File: src/rtl/bagg_pkg.sv
// Shared types, register indexes and reset constants of the ballistic aggregation block.
package bagg_pkg;

    localparam int CLUSTER_DEPTH_DEF = 256;

    localparam int POS_W   = 13;
    localparam int COORD_W = 12;
    localparam int RAD_W   = 8;
    localparam int SPEED_W = 6;
    localparam int RSPD_W  = 5;
    localparam int REACH_W = RAD_W + 1;
    localparam int LIM_W   = 2 * REACH_W;
    localparam int DIFF_W  = POS_W + 1;
    localparam int SQ_W    = 2 * POS_W + 1;

    localparam int CFG_IDX_W  = 3;
    localparam int CFG_DATA_W = 12;

    localparam logic [CFG_IDX_W-1:0] CFG_FIELD_WIDTH     = 3'd0;
    localparam logic [CFG_IDX_W-1:0] CFG_FIELD_HEIGHT    = 3'd1;
    localparam logic [CFG_IDX_W-1:0] CFG_CORE_RADIUS     = 3'd2;
    localparam logic [CFG_IDX_W-1:0] CFG_PARTICLE_RADIUS = 3'd3;
    localparam logic [CFG_IDX_W-1:0] CFG_CORE_X          = 3'd4;
    localparam logic [CFG_IDX_W-1:0] CFG_CORE_Y          = 3'd5;

    localparam logic [COORD_W-1:0] FIELD_WIDTH_RST     = 12'd1024;
    localparam logic [COORD_W-1:0] FIELD_HEIGHT_RST    = 12'd768;
    localparam logic [RAD_W-1:0]   CORE_RADIUS_RST     = 8'd45;
    localparam logic [RAD_W-1:0]   PARTICLE_RADIUS_RST = 8'd20;
    localparam logic [COORD_W-1:0] CORE_X_RST          = 12'd512;
    localparam logic [COORD_W-1:0] CORE_Y_RST          = 12'd384;

    localparam logic REQ_START = 1'b0;
    localparam logic REQ_TICK  = 1'b1;

    typedef struct packed {
        logic signed [POS_W-1:0] x;
        logic signed [POS_W-1:0] y;
    } point_t;

    typedef struct packed {
        logic   valid;
        point_t part;
        point_t pnt;
    } dist_req_t;

    typedef enum logic [2:0] {
        ST_IDLE,
        ST_SCAN,
        ST_DRAIN,
        ST_WRITE,
        ST_DONE
    } state_t;

endpackage

File: src/rtl/bagg_cell.sv
// One cell of the point ring: holds a stored point and passes it to its neighbor.
module bagg_cell (
    input  logic            aclk,
    input  logic            shift_en,
    input  logic            load_en,
    input  bagg_pkg::point_t shift_in,
    input  bagg_pkg::point_t load_in,
    output bagg_pkg::point_t q
);
    import bagg_pkg::*;

    point_t pt_reg;
    point_t pt_next;

    always_comb begin
        pt_next = pt_reg;
        if (shift_en) begin
            pt_next = shift_in;
        end else if (load_en) begin
            pt_next = load_in;
        end
    end

    always_ff @(posedge aclk) begin
        pt_reg <= pt_next;
    end

    assign q = pt_reg;

endmodule

File: config.mk
export PLATFORM = sky130hd
export DESIGN_NAME = bagg_cell
export DESIGN_NICKNAME = d
export VERILOG_FILES = /design/src/rtl/bagg_pkg.sv /design/src/rtl/bagg_cell.sv
export SDC_FILE = /design/constraint.sdc
export NUM_CORES = 1
export LEC_CHECK = 0
export ABC_CLOCK_PERIOD_IN_PS = 2050
export CORE_UTILIZATION = 31
export DETAILED_ROUTE_END_ITERATION = 12
export DONT_BUFFER_PORTS = 1
export PLACE_DENSITY = 0.44
export RECOVER_POWER = 100
export SLEW_MARGIN = 25
export SYNTH_ARGS = -nofsm -noshare
export SYNTH_HDL_FRONTEND = slang
export SYNTH_SLANG_ARGS = --single-unit
File: constraint.sdc
create_clock -name aclk -period 2.05 [get_ports aclk]
set_clock_uncertainty 0.05 [all_clocks]
set_input_delay 0.205 -clock aclk [delete_from_list [all_inputs] [get_ports aclk]]
set_output_delay 0.205 -clock aclk [all_outputs]
set_load 0.02 [all_outputs]
# [Yosys cells after proc, flatten, opt, wreduce, memory -nomap -nowiden]
# Cells that the tools add are included.
[word_totals] ff_bits=26 wordCells=5 in_bits=55 output_inout_bits=26
[op_classes] muxes=2 reduce_logical=1
[ops] cell="26-bit 2-to-1 mux" n=2
[ops] cell="2-bit nonzero test" n=1

# [Depth between registers and ports, before layout]
[logic_depth] word_depth=2 ltp_mapped=3 depth_no_buf=1

# [Worst setup path after synthesis]
# No wires, ideal clock.
[synth_timing] kind="input -> register" startpoint="input shift_en" endpoint="register pt_reg (netlist bit q[0]), enable pin" stages=3 t_arrival_ns=1.106 path_slack_ns=0.511 path_buffers=2 required_time_ns=1.616 setup_time_ns=0.384 cell_sequence="buf_6 > buf_12 > or2_1"
[synth_via] elab_chain_cells=1
[synth_lines] element="start, declared" line_no="bagg_cell.sv:4" source="input logic shift_en,"
[synth_lines] element="2-bit nonzero test (no source line)"
[synth_lines] element="end signal, assigned" line_no="bagg_cell.sv:25" source="pt_reg <= pt_next;"
[synth_lines] element="end, declared" line_no="bagg_cell.sv:12" source="point_t pt_reg;"
# No other way between the ends.
# A chain may end at the register's enable or synchronous reset.

# [Final worst setup path]
[layout_timing] startpoint="register pt_reg (netlist bit q[20])" endpoint="output q[20] in the netlist's numbering"
[layout_lines] element="end, declared" line_no="bagg_cell.sv:8" source="output bagg_pkg::point_t q"
# No word-level cell between the ends.

==> impl_metrics.toml <==
[run_status]
status = "completed"

[clock_tree]
cts_resized = 0
cts.sink_count = 26
cts_setup_buffers = 0
htreeDepth = 1
cts_hold_buf = 0
path_clk_slew_ns = 0.09
clockBufferDepth = 2
cts-root-buf = "clkbuf_8"
cts_made_buffers = 3
cts_tree = "built"

[global_routing]
grt_overflow = 0
grt.total_usage_pct = 8.59
grt_max_degree = 28
grt_pass1_vias = 535
grt_pass1_wl_mm = 2.54
antenna_found_initial = 0

[worst_setup_path]
cp_max_fo = 1
path_class = "flip-flop to output port"
critPathRequiredTime_ns = 1.79
worstSetupStartpointType = "flip-flop"
end_kind = "output port"
arrival_ns = 0.76

[job]
maxCapViolations = 0

[timing]
hold_viol = 0
finalSetupTns_ns = 0
finalCritPeriodShare_pct = 49.7
tightest_slew_ns = 0.334
drv_slew = 0
post-route-min-period_ns = 1.02
worst_slack_ns = 1.03
timing.fmax_mhz = 981
rsz0062_at_grt = "no"
setup_violations = 0
slew_headroom_pct = 77.7

[die]
start_util_pct = 32.6
die_area_mm2 = 0.00413
core-area_mm2 = 0.00369
die-height_um = 64.3
num_io_pins = 81
num_rows = 22
fp.dieW_um = 64.3

[worst_hold_path]
hold_end = "q[17]"
hold_path_depth = 1
holdCritStartpoint = "load_in[17]"
hp-class = "input port to flip-flop"

[detailed_routing]
wl_per_cell_um = 17.9
firstDrtPassIters = 3
drtIter0Drc = 34
drcViolationCount = 0
via_per_inst = 4.74
wl_mm = 1.90
ant_nets = 0
num_vias = 502

[pwr]
clkPwrFrac_pct = 25.8
power_switching_mw = 0.262
internal_power_mw = 0.822
p_leak_nw = 0.398
total_power_mw = 1.08
vdd_drop_max_v = 0.000248
combPwrFrac_pct = 4.8
p_seq_share_pct = 69.4
cellPowerDensity_mw_per_mm2 = 909
switching_share_pct = 24.1

[layout]
drive_gt1_share_pct = 19.0
fillers = 384
fin_nets = 114
diodes = 0
area_growth_pct = -0.833
largest_reg_flops = 26
utilization_pct = 32.3

[synth]
ys_warn_count = 0
synthCells = 56
ys_seq_area_share_pct = 64.9
syn_nets = 111
synth_seq_cells = 26
syn_area_per_cell_um2 = 21.5
netlist_area_mm2 = 0.00120
synth_cell_types = 6

[placement]
io_buffers = 0
pre_cts_slack_ns = 1.04
gp_congestion = 0.603
==> power by group through the flow <==
stage / registers [mW] / logic (mW) / clock network, mW
finish: 0.752 / 0.0517 / 0.280
global route: 0.759 / 0.0565 / 0.315
CTS: 0.754 / 0.0771 / 0.299
detailed placement: 0.765 / 0.0775 / 0
global placement: 0.767 / 0.0749 / 0
floorplan: 0.758 / 0.0877 / 0
==> worst max path at each step <==
stage               startpoint  endpoint  cells past startpoint
finish                   q[20]     q[20]                      0
global route              q[0]      q[0]                      0
detailed placement    shift_en      q[9]                      2
global placement      shift_en      q[1]                      2
floorplan             shift_en      q[0]                      3
CTS                       q[8]      q[8]                      0
==> cells in the final DEF (no fill, tap or decap) <==
master	n
clkinv_1	1
edfxtp_1	26
clkbuf_8	3
mux2_2	7
buf_4	1
mux2_1	19
or2_1	1
==> cells in the mapped netlist <==
library cell   n  area (µm²)
buf_12         2        40.0
or2_1          1        6.26
mux2_4        19         285
edfxtp_1      26         781
mux2_2         7        78.8
buf_6          1        11.3
==> cell families after synthesis <==
family / Yosys count / synth area share, %
muxes: 26 / 30.3
and+or+nand+nor: 1 / 0.521
DFF: 26 / 64.9
buffers and inverters: 3 / 4.27
==> layout make-up <==
cell class / instances / area (µm²) / area share (%)
Tap cell: 48 / 60.1 / 5.04
Sequential cell: 26 / 781 / 65.5
Timing Repair Buffer: 1 / 7.51 / 0.630
Multi-Input combinational cell: 27 / 299 / 25.1
Clock inverter: 1 / 3.75 / 0.315
Clock buffer: 3 / 41.3 / 3.46
==> per-layer routing <==
metal / wire length (µm) / vias up / track usage [%]
met2: 894 / 45 / 13.7
met4: 19 / 0 / 5.00
met1: 765 / 234 / 8.86
met3: 224 / 2 / 4.64
met5: 0 / - / 0
li1: - / 221 / -
==> metrics by stage <==
stage	cell area, µm²	std cells	hold WS (ns)
CTS	1260	106	0.0931
global route	1190	106	0.0788
detailed placement	1220	102	0.374
finish	1190	106	0.0901
floorplan	1200	56	0.372
global placement	1220	102	0.374
(Power assumes the default switching activity.)
