<file path="config.mk">
export PLATFORM = sky130hd
export DESIGN_NAME = bagg_dist
export DESIGN_NICKNAME = d
export VERILOG_FILES = /design/src/rtl/bagg_pkg.sv /design/src/rtl/bagg_dist.sv
export SDC_FILE = /design/constraint.sdc
export NUM_CORES = 1
export LEC_CHECK = 0
export BUFFER_PORTS_ARGS = -buffer_cell sky130_fd_sc_hd__clkbuf_2
export CAP_MARGIN = 10
export CORE_MARGIN = 3
export CORE_UTILIZATION = 40
export DETAILED_ROUTE_END_ITERATION = 12
export PLACE_DENSITY = 0.67
export SLEW_MARGIN = 20
export SYNTH_ARGS = -nofsm -noshare
export SYNTH_HDL_FRONTEND = slang
export SYNTH_SLANG_ARGS = --single-unit
</file>
<file path="constraint.sdc">
create_clock -name aclk -period 7.92 [get_ports aclk]
set_input_delay 0.792 -clock aclk [delete_from_list [all_inputs] [get_ports aclk]]
set_output_delay 0.792 -clock aclk [all_outputs]
set_load 0.02 [all_outputs]
</file>
<file path="src/rtl/bagg_pkg.sv">
// Shared types, register indexes and reset constants of the ballistic aggregation block.
package bagg_pkg;

    localparam int CLUSTER_DEPTH_DEF = 256;

    localparam int POS_W   = 13;
    localparam int COORD_W = 12;
    localparam int RAD_W   = 8;
    localparam int SPEED_W = 6;
    localparam int RSPD_W  = 5;
    localparam int REACH_W = RAD_W + 1;
    localparam int LIM_W   = 2 * REACH_W;
    localparam int DIFF_W  = POS_W + 1;
    localparam int SQ_W    = 2 * POS_W + 1;

    localparam int CFG_IDX_W  = 3;
    localparam int CFG_DATA_W = 12;

    localparam logic [CFG_IDX_W-1:0] CFG_FIELD_WIDTH     = 3'd0;
    localparam logic [CFG_IDX_W-1:0] CFG_FIELD_HEIGHT    = 3'd1;
    localparam logic [CFG_IDX_W-1:0] CFG_CORE_RADIUS     = 3'd2;
    localparam logic [CFG_IDX_W-1:0] CFG_PARTICLE_RADIUS = 3'd3;
    localparam logic [CFG_IDX_W-1:0] CFG_CORE_X          = 3'd4;
    localparam logic [CFG_IDX_W-1:0] CFG_CORE_Y          = 3'd5;

    localparam logic [COORD_W-1:0] FIELD_WIDTH_RST     = 12'd1024;
    localparam logic [COORD_W-1:0] FIELD_HEIGHT_RST    = 12'd768;
    localparam logic [RAD_W-1:0]   CORE_RADIUS_RST     = 8'd45;
    localparam logic [RAD_W-1:0]   PARTICLE_RADIUS_RST = 8'd20;
    localparam logic [COORD_W-1:0] CORE_X_RST          = 12'd512;
    localparam logic [COORD_W-1:0] CORE_Y_RST          = 12'd384;

    localparam logic REQ_START = 1'b0;
    localparam logic REQ_TICK  = 1'b1;

    typedef struct packed {
        logic signed [POS_W-1:0] x;
        logic signed [POS_W-1:0] y;
    } point_t;

    typedef struct packed {
        logic   valid;
        point_t part;
        point_t pnt;
    } dist_req_t;

    typedef enum logic [2:0] {
        ST_IDLE,
        ST_SCAN,
        ST_DRAIN,
        ST_WRITE,
        ST_DONE
    } state_t;

endpackage

</file>
<file path="src/rtl/bagg_dist.sv">
// Two-stage squared-distance compare of the particle against one cluster point.
module bagg_dist (
    input  logic                         aclk,
    input  logic                         aresetn,
    input  bagg_pkg::dist_req_t          req,
    input  logic [bagg_pkg::LIM_W-1:0]   lim,
    output logic                         hit
);
    import bagg_pkg::*;

    logic signed [DIFF_W-1:0]   dx;
    logic signed [DIFF_W-1:0]   dy;
    logic signed [2*DIFF_W-1:0] px;
    logic signed [2*DIFF_W-1:0] py;
    logic [SQ_W-1:0]            sq_x_reg;
    logic [SQ_W-1:0]            sq_y_reg;
    logic                       valid_reg;
    logic [SQ_W:0]              dist_sum;

    assign dx = DIFF_W'(req.part.x) - DIFF_W'(req.pnt.x);
    assign dy = DIFF_W'(req.part.y) - DIFF_W'(req.pnt.y);
    assign px = dx * dx;
    assign py = dy * dy;

    always_ff @(posedge aclk) begin
        if (!aresetn) begin
            valid_reg <= 1'b0;
        end else begin
            valid_reg <= req.valid;
        end
    end

    // squares fit in SQ_W bits: |d| < 2^13
    always_ff @(posedge aclk) begin
        sq_x_reg <= px[SQ_W-1:0];
        sq_y_reg <= py[SQ_W-1:0];
    end

    assign dist_sum = {1'b0, sq_x_reg} + {1'b0, sq_y_reg};
    assign hit      = valid_reg && (dist_sum < (SQ_W+1)'(lim));

endmodule

</file>
### Word level (Yosys, flattened, before mapping)

Cells that the tools add are included.

* register bits: 55
* logic and storage cells: 10

* multiply operators: 2
* reductions and logical operators: 1
* $add $sub $neg: 3
* magnitude comparators: 1

Operator list (number)
* multiplier 14 x 14 -> 27 bit: 2
* adder 27 x 27 -> 28 bit: 1
* less-than comparator 28 x 18 -> 1 bit: 1
* subtractor 13 x 13 -> 14 bit: 2
* logical AND 1 bit: 1

### Logic depth before layout (Yosys ltp)

Gate-level depths: netlist (run 1).

* word-level depth: 3
* mapped depth: 34
* depth with buffers taken out: 34

### Least setup slack after synthesis (run 1)

OpenSTA, ideal clock, no wires.

* kind: input port to flip-flop
* start: input port req[14] (netlist bit)
* end: register sq_x_reg[26]
* slack: -0.111 ns
* buffers on the path: 1
* data required time: 7.795 ns
* stages on the path: 30
* data arrival time: 7.906 ns
* cell sequence: inv_1 -> ha_1 -> a21o_1 -> a21o_1 -> a21o_1 -> a31o_2 -> a211oi_1 -> nor3b_1 -> o31a_1 -> inv_2 -> buf_2 -> nand2_1 -> fa_1 -> inv_1 -> fa_1 -> inv_1 -> fa_1 -> inv_1 -> fa_1 -> fa_1 -> inv_1 -> fa_1 -> inv_1 -> ha_1 -> a21o_1 -> a21oi_1 -> nor3b_1 -> nand2_1 -> a211oi_1 -> xnor2_1

* cells in the longest elaborated chain, start to end: 2

RTL lines
* start, declared: RTL line bagg_dist.sv:5 `input bagg_pkg::dist_req_t req,`
* subtractor 13 x 13 -> 14 bit: RTL line bagg_dist.sv:20 `assign dx = DIFF_W'(req.part.x) - DIFF_W'(req.pnt.x);`
* multiplier 14 x 14 -> 27 bit: RTL line bagg_dist.sv:22 `assign px = dx * dx;`
* via px[26]: RTL line bagg_dist.sv:13 `logic signed [2*DIFF_W-1:0] px;`
* end signal, assigned: RTL line bagg_dist.sv:35 `sq_x_reg <= px[SQ_W-1:0];`
* end, declared: RTL line bagg_dist.sv:15 `logic [SQ_W-1:0] sq_x_reg;`

The timed path passes the listed nets, and every way through them passes these cells.
A chain may end at the register's enable or synchronous reset.

### Worst setup path in the final report (run 1)

* start: input port req[26] (netlist bit)
* end: register sq_y_reg[26]

* cells in the longest elaborated chain, start to end: 2

RTL lines
* subtractor 13 x 13 -> 14 bit: RTL line bagg_dist.sv:21 `assign dy = DIFF_W'(req.part.y) - DIFF_W'(req.pnt.y);`
* multiplier 14 x 14 -> 27 bit: RTL line bagg_dist.sv:23 `assign py = dy * dy;`
* via py[26]: RTL line bagg_dist.sv:14 `logic signed [2*DIFF_W-1:0] py;`
* end signal, assigned: RTL line bagg_dist.sv:36 `sq_y_reg <= py[SQ_W-1:0];`
* end, declared: RTL line bagg_dist.sv:16 `logic [SQ_W-1:0] sq_y_reg;`

The timed path passes the listed nets, and every way through them passes these cells.

==> results of run 1 <==
-- cell usage after synthesis (15+ instances only) --
library cell and n:
a21o_1 33, a21oi_1 52, and2_1 15, dfxtp_1 53, fa_1 344, ha_1 184
inv_1 468, nand2_1 133, nand2b_1 15, nor2_1 156, nor3_1 17, o21ai_0 26
xnor2_1 66, xor2_1 31
-- path summary, 6_finish.rpt --
kind	start	to	cells after the start
hold / removal	req[52]	valid_reg	2
setup / recovery	req[26]	sq_y_reg[26]	33
-- metrics by stage --
stage               instances  setup TNS, ns
finish                   2494              0
global route             2494        -0.4499
CTS                      2484              0
detailed placement       2477         -1.124
global placement         2477        -0.2349
floorplan                1773              0
-- cells by family (layout without fill, tap and decap cells) --
| kind of cell | after synthesis | in the layout | synth area share |
|---|---|---|---|
| AOI/OAI and AO/OA | 189 | 189 | 0.08245 |
| other | 1 | 4 | 0.0002322 |
| buffers and inverters | 505 | 708 | 0.1182 |
| DFF | 53 | 53 | 0.06571 |
| xor gates and xnor gates | 100 | 100 | 0.05564 |
| muxes | 2 | 2 | 0.001240 |
| and+or+nand+nor | 392 | 392 | 0.1075 |
| adders and majority gates | 528 | 528 | 0.5691 |
-- what timing repair did --
action / CTS / global route
endpoints found under the setup margin: 0 / 17
buffers inserted: 0 / 11
gates resized for setup: 0 / 97
-- area by class of cell --
cell class                 count  area, um^2  area share
multi-input combinational   1215       13570      0.7241
clock buffer                   7       142.6    0.007611
tap                          518       648.1     0.03458
inverter                     484        1837     0.09801
sequential                    53        1061     0.05662
timing repair buffer         217        1481     0.07905
-- per-layer routing --
layer | routed length [um] | vias to the layer above | GRT usage
li1 | - | 5747 | -
met4 | 374 | 0 | 0.02023
met3 | 1409 | 39 | 0.01772
met2 | 17190 | 203 | 0.2981
met5 | 0 | - | 0
met1 | 14220 | 5960 | 0.2167
-- critical path, delay by kind of cell --
family	cells	cell delay, ns
adder cells (fa/ha/maj)	9	3.87
XOR/XNOR	3	0.43
AND/OR/NAND/NOR	6	0.83
AO/OA/AOI/OAI	8	1.47
buffers and inverters	7	0.50
==> results.yml, run 1 <==
worst_hold_path:
  hp-class: "primary input to flop"
global_routing:
  globalRouteTotalUtil: 0.1635
  overflow: 0
  grt_pass1_wl_um: 57750
  grt_pass1_vias: 12960
  antenna_found_initial: 0
  grt_max_degree: 18
final_layout:
  nets: 2577
  final_common_cell: "inv_1"
  diodes: 0
  final_cell_mix: "inv_1 (459), fa_1 (338), ha_1 (176)"
  fillers: 3699
  fin_util: 0.4771
  syn2layout_area_growth_pct: 16.06
  design_area_um2: 18740
  layout-drive-gt1-share: 0.1675
timing:
  setup_slack_ns: 0.1835
  timing.final.max_slew_violations: 0
  min_period_over_period: 0.9768
  rsz0062_at_grt: "yes"
  max_freq_mhz: 129.3
  finalSetupViolations: 0
  report.final.hold_viol_count: 0
  max_slew_margin: 0.5661
  worstMarginPinSlew_ns: 0.6427
  period_needed_ns: 7.737
  whs_ns: 0.7593
logic_synthesis:
  yosys.area.top_type: "fa_1"
  synth_edf_count: 0
  netlist.area_leader.share: 0.4265
  synth_seq_area_share: 0.06571
  ys_async_sr_fraction: 0
  avgSynthCellArea_um2: 9.122
  syn_area_um2: 16150
  yosysWarningCount: 0
  synth_cell_types: 75
  yosys_register_bits: 53
  synthTopCellsByArea: "fa_1 (43%), ha_1 (14%), inv_1 (11%)"
  synthFlopType: "dfxtp_1"
  syn-instance-count: 1770
setup_path:
  critPathCaptureType: "flop"
  path_class: "primary input to flop"
  critPathMostFrequentCell: "fa_1"
  max_stage_delay_ns: 0.55
  critPathLaunchType: "primary input"
  cpMaxStageDelayCell: "fa_1"
  critPathArrivalTime_ns: 7.91
  cp_max_fo: 5
  cp.required_ns: 8.09
cts:
  root_buffer: "clkbuf_16"
  cts.sinks: 53
  cts_tree: "done"
  hold_buffers: 0
  cts-htree-levels: 2
  cts_buffers: 5
  cts.path.max_buffers: 2
  clk_pin_slew_ns: 0.06
floorplanning:
  initial_core_util: 0.4111
  dieArea_um2: 42810
  die_h_um: 206.9
  rows: 72
  die_x_um: 206.9
  io-pin-count: 74
  core_area_um2: 39280
placed_design:
  hpwlAfterDp_um: 29600
  port_buffers: 73
  dp_slack_ns: -0.2302
  placed_area_um2: 18100
  gp_congestion: 0.8676
routing:
  first_pass_iters: 5
  postRouteAntennaNets: 0
  vias: 11950
  post_drt_wl_per_cell_um: 13.31
  drc: 0
  postRouteWirelength_um: 33200
  vias_per_cell: 4.791
  drtIter0Drc: 448
flow_run:
  drv_cap: 0
run_status:
  status: "finished, final reports clean"
Power of run 1 is not shown: default switching activity piles up to over one toggle a cycle in this logic, so the estimate is an artifact.
==> run 2: changes to the inputs <==
- BUFFER_PORTS_ARGS: -buffer_cell sky130_fd_sc_hd__clkbuf_2 -> -buffer_cell sky130_fd_sc_hd__buf_4
==> run 2 against run 1 <==
Effect of this change: wire length shrank 0.76%; die area stayed put; worst hold slack better by 0.031 ns; sequential share of layout area about the same; critical path type unchanged; global-route usage is 0.20 points lower; non-clock buffer count stayed put; critical path depth shrank 1; via count grew 1.2%.
==> results.yml, run 2 (same netlist as run 1, synthesis figures left out) <==
global_routing:
  antenna_found_initial: 0
  met2_usage: 0.2856
  grt_pass1_vias: 12710
  globalRouteTotalUtil: 0.1616
  busiest_layer: "met2"
  use_met3: 0.01882
  overflow: 0
  met1_usage: 0.2173
  grt_max_degree: 18
  grt_pass1_wl_um: 57000
placed_design:
  placed_area_um2: 18340
  hpwlAfterDp_um: 29500
  gp_congestion: 0.8757
  place_inst: 2483
  port_buffers: 73
worst_hold_path:
  hold_depth: 2
  hp-start: "req[52]"
  hp-class: "primary input to flop"
  hold_end: "valid_reg"
timing:
  max_slew_margin: 0.4904
  worstMarginPinSlew_ns: 0.7549
  rsz0062_at_grt: "yes"
  max_freq_mhz: 127.7
  finalSetupViolations: 0
  report.final.hold_viol_count: 0
  timing.final.max_slew_violations: 0
  period_needed_ns: 7.829
  tns_ns: 0
  min_period_over_period: 0.9885
final_layout:
  syn2layout_area_growth_pct: 16.09
  diodes: 0
  seq_area_um2: 1061
  fin_util: 0.4772
  final_common_cell: "inv_1"
  finalNonFillerCells: 2493
  design_area_um2: 18740
  nets: 2577
  final_cell_mix: "inv_1 (464), fa_1 (339), buf_4 (213)"
  fillers: 3727
  multi_input_area_um2: 13430
  layout-drive-gt1-share: 0.1610
cts:
  cts-htree-levels: 2
  root_buffer: "clkbuf_16"
  cts_buffers: 5
  cts.path.max_buffers: 2
  clk_pin_slew_ns: 0.06
  hold_buffers: 0
  cts_tree: "done"
  cts.sinks: 53
routing:
  postRouteWirelength_um: 32940
  vias_per_cell: 4.848
  first_pass_iters: 7
  post_drt_wl_per_cell_um: 13.21
  postRouteAntennaNets: 0
  drc: 0
  drtIter0Drc: 439
  vias: 12090
flow_run:
  drv_cap: 0
floorplanning:
  dieArea_um2: 42810
  die_x_um: 206.9
  initial_core_util: 0.4111
  core_area_um2: 39280
  rows: 72
  io-pin-count: 74
  die_h_um: 206.9
setup_path:
  path_class: "primary input to flop"
  critPathArrivalTime_ns: 8.05
  cp_max_fo: 7
  cpMaxStageDelayCell: "fa_1"
  critPathCaptureType: "flop"
  critPathLaunchType: "primary input"
  critPathMostFrequentCell: "fa_1"
  max_stage_delay_ns: 0.59
  cp.required_ns: 8.14
run_status:
  status: "finished, final reports clean"
## run 2: worst max-delay path, delay by kind of cell
| family | cells | cell delay [ns] |
|---|---|---|
| XOR/XNOR | 2 | 0.39 |
| AO/OA/AOI/OAI | 12 | 2.21 |
| AND/OR/NAND/NOR | 3 | 0.39 |
| buffers and inverters | 6 | 0.44 |
| adder cells (fa/ha/maj) | 9 | 3.84 |
## run 2: repair_timing
| item | CTS | global route |
|---|---|---|
| endpoints found under the setup margin | 0 | 16 |
| setup buffers | 0 | 4 |
| gates resized for setup | 0 | 63 |
## run 2: worst max-delay path by stage
| stage | startpoint | to | slack, ns | cells after the start |
|---|---|---|---|---|
| floorplan | req[5] | sq_y_reg[26] | 0.001 | 32 |
| global placement | req[39] | sq_x_reg[26] | -0.13 | 34 |
| detailed placement | req[39] | sq_x_reg[26] | -0.25 | 35 |
| CTS | req[39] | sq_x_reg[26] | 0.03 | 35 |
| global route | req[39] | sq_x_reg[26] | -0.18 | 32 |
| finish | req[39] | sq_x_reg[26] | 0.09 | 32 |
## run 2: layout make-up
type | count | area share
Multi-Input combinational cell | 1215 | 0.7165
Inverter | 484 | 0.09719
Clock buffer | 5 | 0.006675
Timing Repair Buffer | 217 | 0.08818
Clock inverter | 1 | 0.0002670
Sequential cell | 53 | 0.05661
Tap cell | 518 | 0.03458
## run 2: metal layers
metal / vias to the layer above / part of all wire
met1: 6030 / 0.42
met2: 253 / 0.51
met3: 45 / 0.054
met5: - / 0
li1: 5759 / -
met4: 0 / 0.017
## run 2: through the flow
step | hold slack [ns] | worst slack (ns)
4_1_cts | 0.8031 | 0.03069
5_1_grt | 0.8022 | -0.1824
6_report | 0.7903 | 0.09073
3_3_place_gp | 1.091 | -0.1292
3_5_place_dp | 1.102 | -0.2487
2_1_floorplan | 0.9137 | 0.001180
Power of run 2 is left out for the same reason.
